<file path="src/design/lpc_pkg.sv">
// ----------------------------------------------------------------------------
// Layered pixel compositor package
// Shared constants, the blend coefficient table and the divider interface.
// ----------------------------------------------------------------------------
package lpc_pkg;

    localparam int MAX_LAYERS = 256;
    localparam int CNT_W      = $clog2(MAX_LAYERS + 1);

    localparam logic [31:0] ONE_Q31         = 32'h8000_0000;
    localparam logic [31:0] BLEND_MIN_ALPHA = 32'd12632;

    localparam logic [1:0] MODE_AVG   = 2'd0;
    localparam logic [1:0] MODE_BLEND = 2'd1;
    localparam logic [1:0] MODE_SCORE = 2'd2;

    localparam logic [5:0] BLEND_DIV_STEPS = 6'd32;
    localparam logic [5:0] AVG_DIV_STEPS   = 6'd48;

    typedef logic [31:0] coef_table_t [256];

    // Blend coverage per alpha code: round(a * 2^31 / 255000), zero at 0 and 1, opaque at 255.
    function automatic coef_table_t build_coef_table();
        coef_table_t     tbl;
        longint unsigned num;
        for (int i = 0; i < 256; i++) begin
            num    = longint'(i) * 64'd2147483648 + 64'd127500;
            tbl[i] = 32'(num / 64'd255000);
        end
        tbl[0]   = 32'd0;
        tbl[1]   = 32'd0;
        tbl[255] = ONE_Q31;
        return tbl;
    endfunction

    localparam coef_table_t COEF_TABLE = build_coef_table();

    typedef struct packed {
        logic        start;
        logic [5:0]  steps;
        logic [31:0] den;
        logic [31:0] rem_init;
        logic [63:0] bits;
    } lpc_div_req_t;

    typedef struct packed {
        logic        done;
        logic [47:0] quot;
    } lpc_div_rsp_t;

    typedef enum logic [9:0] {
        S_IDLE = 10'b00_0000_0001,
        S_ACC  = 10'b00_0000_0010,
        S_NT   = 10'b00_0000_0100,
        S_BDIV = 10'b00_0000_1000,
        S_PP0  = 10'b00_0001_0000,
        S_PP1  = 10'b00_0010_0000,
        S_UPD  = 10'b00_0100_0000,
        S_END  = 10'b00_1000_0000,
        S_ADIV = 10'b01_0000_0000,
        S_OUT  = 10'b10_0000_0000
    } state_t;

endpackage

</file>
<file path="src/design/lpc_div.sv">
// ----------------------------------------------------------------------------
// Layered pixel compositor divider
// Restoring radix-2 divider, one quotient bit per cycle.
// ----------------------------------------------------------------------------
module lpc_div (
    input  logic                  aclk,
    input  logic                  aresetn,
    input  lpc_pkg::lpc_div_req_t req,
    output lpc_pkg::lpc_div_rsp_t rsp
);

    logic        busy_reg;
    logic        done_reg;
    logic [5:0]  cnt_reg;
    logic [31:0] rem_reg;
    logic [31:0] den_reg;
    logic [63:0] bits_reg;
    logic [47:0] quot_reg;

    logic [32:0] trial;
    logic [32:0] diff;
    logic        ge;
    logic [31:0] rem_next;

    always_comb begin
        trial    = {rem_reg, bits_reg[63]};
        diff     = trial - {1'b0, den_reg};
        ge       = (trial >= {1'b0, den_reg});
        rem_next = ge ? diff[31:0] : trial[31:0];
    end

    always_ff @(posedge aclk) begin
        if (!aresetn) begin
            busy_reg <= 1'b0;
            done_reg <= 1'b0;
            cnt_reg  <= '0;
        end else begin
            done_reg <= 1'b0;
            if (req.start) begin
                busy_reg <= 1'b1;
                cnt_reg  <= req.steps;
            end else if (busy_reg) begin
                cnt_reg <= cnt_reg - 6'd1;
                if (cnt_reg == 6'd1) begin
                    busy_reg <= 1'b0;
                    done_reg <= 1'b1;
                end
            end
        end
    end

    always_ff @(posedge aclk) begin
        if (req.start) begin
            rem_reg  <= req.rem_init;
            den_reg  <= req.den;
            bits_reg <= req.bits;
            quot_reg <= '0;
        end else if (busy_reg) begin
            rem_reg  <= rem_next;
            bits_reg <= {bits_reg[62:0], 1'b0};
            quot_reg <= {quot_reg[46:0], ge};
        end
    end

    assign rsp.done = done_reg;
    assign rsp.quot = quot_reg;

endmodule

</file>
<file path="config.mk">
export PLATFORM = sky130hd
export DESIGN_NAME = lpc_div
export DESIGN_NICKNAME = d
export VERILOG_FILES = /design/src/design/lpc_pkg.sv /design/src/design/lpc_div.sv
export SDC_FILE = /design/constraint.sdc
export NUM_CORES = 1
export LEC_CHECK = 0
export ABC_AREA = 1
export BUFFER_PORTS_ARGS = -buffer_cell sky130_fd_sc_hd__buf_4
export CORE_UTILIZATION = 48
export DETAILED_ROUTE_END_ITERATION = 8
export HOLD_SLACK_MARGIN = 0.08
export PLACE_DENSITY = 0.73
export REMOVE_ABC_BUFFERS = 1
export SLEW_MARGIN = 30
export SYNTH_ARGS = -nofsm -noshare
export SYNTH_HDL_FRONTEND = slang
export SYNTH_SLANG_ARGS = --single-unit
export TNS_END_PERCENT = 30
</file>
<file path="constraint.sdc">
create_clock -name aclk -period 4.5 [get_ports aclk]
set_input_delay 1.35 -clock aclk [delete_from_list [all_inputs] [get_ports aclk]]
set_output_delay 1.35 -clock aclk [all_outputs]
set_load 0.01 [all_outputs]
</file>
==> results of run 1 <==
-- worst paths after layout --
kind | start | cells past startpoint | end | slack (ns)
max | req[134] | 5 | quot_reg[9] | 1.76
min | quot_reg[47] | 2 | quot_reg[47] | 0.48
max reg2reg | rem_reg[4] | 12 | rem_reg[27] | 1.82
min reg2reg | quot_reg[47] | 2 | quot_reg[47] | 0.48
-- Yosys cell counts, drive strengths merged --
| cell | instances | area [um2] |
|---|---|---|
| nand2 | 547 | 2090 |
| inv | 223 | 837 |
| edfxtp | 128 | 3840 |
| nand3 | 76 | 410 |
| nor2 | 57 | 250 |
| dfxtp | 56 | 1120 |
| o22ai | 46 | 288 |
| ha | 34 | 425 |
| nand3b | 26 | 195 |
| clkbuf | 22 | 82.6 |
| a21oi | 19 | 103 |
| buf | 19 | 123 |
| xnor2 | 14 | 123 |
| nand4 | 11 | 68.8 |
| o21ai | 11 | 55.1 |
| nor3 | 4 | 20.0 |
| a31oi | 3 | 18.8 |
| clkinv | 3 | 11.3 |
| and2 | 2 | 12.5 |
| a21o | 1 | 7.51 |
| fa | 1 | 20.0 |
| nor4 | 1 | 6.26 |
| o21a | 1 | 7.51 |
| o21bai | 1 | 7.51 |
-- stage by stage --
step / hold WS [ns] / setup WS, ns
finish: 0.483 / 1.76
global route: 0.523 / 1.57
CTS: 0.486 / 1.75
detailed placement: 0.463 / 1.30
global placement: 0.457 / 1.33
floorplan: 0.460 / 0.852
-- power by group --
part,internal [mW],switching [mW]
Combinational,0.576,0.968
Clock,0.760,0.768
Sequential,2.01,0.0642
-- final cells by class --
cell class | count | area (um2) | share of cell area [%]
flip-flops and latches | 184 | 4960 | 40.3
multi-input cells | 855 | 4110 | 33.4
repair buffers | 193 | 1460 | 11.9
inverters | 226 | 851 | 6.90
clock buffers | 18 | 429 | 3.48
well taps | 270 | 338 | 2.74
clock inverters | 14 | 165 | 1.34
-- critical path, stage by stage --
cell	delay (ns)
buf_4	0.29
nor2_1	0.19
inv_4	0.57
buf_4	0.45
o22ai_1	0.12
-- layer usage --
metal | wire length [um] | up-vias | global-route usage, %
li1 | - | 4456 | -
met2 | 11700 | 215 | 39.7
met5 | 0 | - | 0
met1 | 11100 | 3912 | 31.2
met3 | 1940 | 12 | 7.42
met4 | 131 | 0 | 4.07
-- kinds of logic after synthesis --
kind of cell,count (synthesis),synth area share [%]
xor+xnor,14,1.21
buf+inv,267,10.4
flops,184,49.0
fa+ha+maj,35,4.40
compound gates,82,4.80
simple gates,724,30.2
==> results.json, run 1 <==
{
  "yosysSeqAreaShare_pct": 49.0,
  "vias": 8595,
  "hpwlAfterDp_um": 18200,
  "status": "complete, no violations",
  "tightest_slew_ns": 0.762,
  "cts_resized": 0,
  "clk_path_buf_depth": 2,
  "clock_latency_ns": 0.44,
  "grt_pass1_wl_um": 41000,
  "cts-root-buf": "clkbuf_16",
  "wl_um": 24900,
  "die_y_um": 147,
  "hold_class": "flip-flop to flip-flop",
  "p_leak_nw": 6.18,
  "nets": 1649,
  "crit_fanout": 59,
  "avgSynthCellArea_um2": 7.76,
  "grt_max_degree": 62,
  "antenna_found_initial": 0,
  "num_antenna_cells": 0,
  "finalMaxSlewViolations": 0,
  "ir_drop_v": 0.000219,
  "critPathKind": "primary input to flip-flop",
  "synthDistinctLibCells": 36,
  "synth_area_um2": 10100,
  "die_x_um": 147,
  "post_dp_cell_area_um2": 11700,
  "core_um2": 20500,
  "start_util_pct": 49.4,
  "syn2layout_area_growth_pct": 21.6,
  "arrival_ns": 3.04,
  "grt_overflow": 0,
  "drive_gt1_share_pct": 17.0,
  "setup_tns_ns": 0,
  "drtPass1Iterations": 5,
  "relSlewSlack_pct": 49.2,
  "yosys_warnings": 0,
  "final_cell_mix": "538 x nand2_1, 217 x inv_1, 192 x buf_4",
  "power_density_nw_per_um2": 418,
  "fmax_mhz": 365,
  "rsz0062_at_grt": "false",
  "avgViaCountPerCell": 4.88,
  "fillers": 1904,
  "largest_reg_flops": 64,
  "hold_viol_final": 0,
  "dieArea_um2": 21700,
  "final_common_cell": "nand2_1",
  "numCtsBuffers": 17,
  "drc": 0,
  "drtAntennaViolNets": 0,
  "cts_tree": "built",
  "finalSetupViolCount": 0,
  "postLayoutCoreUtil_pct": 60.1,
  "wl_per_cell_um": 14.1,
  "ys_ff_latch": 184,
  "hold_buffers": 0,
  "stdcell_count": 1760,
  "fin_skew_ns": 0.0166,
  "drt-initial-drc-count": 415,
  "max-cap-violations": 0,
  "fin_area_um2": 12300,
  "cts_sinks": 184,
  "critPathCaptureType": "flip-flop",
  "io_pins": 186,
  "grt_pass1_vias": 8392,
  "crit_path_start_kind": "primary input",
  "clk_pin_slew_ns": 0.08,
  "placedCellCount": 1728,
  "total_power_mw": 5.15,
  "synthCells": 1306,
  "period_needed_ns": 2.74,
  "crit_required_ns": 4.80,
  "final_min_period_over_clock_period_pct": 60.9,
  "track_usage_pct": 24.0,
  "portBuffers": 185,
  "cts_max_level": 4,
  "rows": 52,
  "place.gp.congestion": 0.898,
  "post_cts_buffers": 0
}
No activity file was read; power rests on OpenSTA's default activity.
==> inputs of run 2 (changes only) <==
clock period = 2.4 ns   (was 4.5 ns; I/O delays follow)
==> run 2 against run 1 <==
Sequential cell count unchanged; critical endpoint is now rem_reg[27]; non-clock buffer count rose by 43; sequential share of layout area is 2.9 points lower; critical path type is now flip-flop to flip-flop; highest routed layer unchanged; register-to-register slack worse by 1.8 ns; utilization rose by 4.6 points; clock power is 90% higher; critical path depth rose by 7; largest cell class unchanged.
==> results.json, run 2 (synthesis results as in run 1) <==
{
  "status": "complete, no violations",
  "cpMostUsedCell": "nand2_1",
  "finalMaxSlewViolations": 0,
  "grt_pass1_wl_um": 42700,
  "fin_skew_ns": 0.0184,
  "post_dp_cell_area_um2": 12100,
  "max-cap-violations": 0,
  "drive_gt1_share_pct": 22.8,
  "start_util_pct": 49.4,
  "io_pins": 186,
  "critPathCaptureType": "flip-flop",
  "die_y_um": 147,
  "core_um2": 20500,
  "tightest_slew_ns": 0.455,
  "hold_class": "primary input to flip-flop",
  "place.gp.congestion": 0.955,
  "clk_pin_slew_ns": 0.08,
  "fin_area_um2": 13300,
  "period_needed_ns": 2.33,
  "clk_path_buf_depth": 2,
  "total_power_mw": 10.4,
  "arrival_ns": 2.53,
  "grt_overflow": 0,
  "largest_reg_flops": 64,
  "finalSetupViolCount": 0,
  "power_density_nw_per_um2": 786,
  "cp_top_family": "simple AND/OR/NAND/NOR gates",
  "die_x_um": 147,
  "relSlewSlack_pct": 69.6,
  "crit_buf_inv": 0,
  "drc": 0,
  "dieArea_um2": 21700,
  "clock_latency_ns": 0.45,
  "wl_um": 27000,
  "hold_viol_final": 0,
  "final_min_period_over_clock_period_pct": 97.2,
  "crit_slowest_cell": "edfxtp_1",
  "crit_required_ns": 2.60,
  "crit_fanout": 4,
  "hpwlAfterDp_um": 19500,
  "cts_sinks": 184,
  "rsz0062_at_grt": "true",
  "track_usage_pct": 25.0,
  "grt_pass1_vias": 8831,
  "portBuffers": 185,
  "p_leak_nw": 6.45,
  "cts-root-buf": "clkbuf_16",
  "numCtsBuffers": 17,
  "syn2layout_area_growth_pct": 30.9,
  "worstPathCellList": "ha_4 -> nand2_1 -> nor2_1 -> nand3_1 -> nand2_2 -> nand2_1 -> nand2_1 -> nand2_1 -> nand3_1 -> nand3_1 -> nand2_1 -> nand2_1",
  "critPathKind": "flip-flop to flip-flop",
  "final_common_cell": "nand2_1",
  "num_antenna_cells": 0,
  "cts_tree": "built",
  "drtAntennaViolNets": 0,
  "nets": 1693,
  "wl_per_cell_um": 15.0,
  "crit_path_start_kind": "flip-flop",
  "cts_max_level": 4,
  "hold_buffers": 0,
  "fmax_mhz": 429,
  "critPathMaxStageDelay_ns": 0.45,
  "antenna_found_initial": 0,
  "rows": 52,
  "drt-initial-drc-count": 426,
  "ir_drop_v": 0.000483,
  "avgViaCountPerCell": 4.92,
  "vias": 8882,
  "grt_max_degree": 98,
  "final_cell_mix": "528 x nand2_1, 225 x buf_4, 216 x inv_1",
  "drtPass1Iterations": 5
}
[run 2: cell count changes in the layout (fill, tap and decap cells not counted), sizes merged]
cell | before | now
buf | 193 | 233
clkinv | 6 | 9
clkbuf | 18 | 20
inv | 234 | 232
nand2 | 547 | 548
[run 2: worst reg2reg max path: stages, from the launching register on]
cell and delay, ns:
edfxtp_1 0.45, ha_4 0.32, nand2_1 0.10, nor2_1 0.20
nand3_1 0.15, nand2_2 0.15, nand2_1 0.06, nand2_1 0.12
nand2_1 0.15, nand3_1 0.13, nand3_1 0.09, nand2_1 0.10
nand2_1 0.07
[run 2: timing repair]
action	CTS	global route
gates cloned	1	3
gates resized for setup	4	61
endpoints found under the setup margin	32	32
buffers inserted	0	6
pin swaps	1	5
[run 2: final timing paths]
| path | from | slack [ns] | cells after the start | endpoint |
|---|---|---|---|---|
| setup / recovery | rem_reg[4] | 0.07 | 12 | rem_reg[27] |
| hold / removal | req[105] | 0.44 | 1 | den_reg[9] |
| setup reg to reg | rem_reg[4] | 0.07 | 12 | rem_reg[27] |
| hold reg to reg | quot_reg[47] | 0.47 | 2 | quot_reg[47] |
[run 2: power breakdown]
| group | leakage [nW] | switching (mW) | internal (mW) |
|---|---|---|---|
| clock | 0.299 | 1.48 | 1.43 |
| combinational | 4.40 | 2.00 | 1.55 |
| sequential | 1.75 | 0.176 | 3.78 |
[run 2: metrics by stage]
stage	utilization (%)	setup WS (ns)	TNS, ns	std cells	hold slack, ns
6_report	64.7	0.0667	0	1804	0.442
5_1_grt	64.7	-0.0784	-0.150	1804	0.427
4_1_cts	62.0	0.00327	0	1795	0.422
3_5_place_dp	58.8	-0.115	-1.13	1762	0.453
3_3_place_gp	58.8	-0.0824	-0.100	1762	0.444
2_1_floorplan	-	-0.618	-49.92	1265	0.460
[run 2: cell type report]
type | instances | area (um2)
Clock buffer | 17 | 425
Clock inverter | 15 | 189
Fill cell | 1778 | 7230
Inverter | 226 | 851
Multi-Input combinational cell | 856 | 4570
Sequential cell | 184 | 4960
Tap cell | 270 | 338
Timing Repair Buffer | 236 | 1920
[run 2: metal layers]
| metal | GRT usage (%) | routed length (um) | vias up |
|---|---|---|---|
| li1 | - | - | 4549 |
| met1 | 30.7 | 11500 | 4057 |
| met2 | 41.6 | 12800 | 242 |
| met3 | 8.29 | 2210 | 34 |
| met4 | 7.58 | 507 | 0 |
| met5 | 0 | 0 | - |
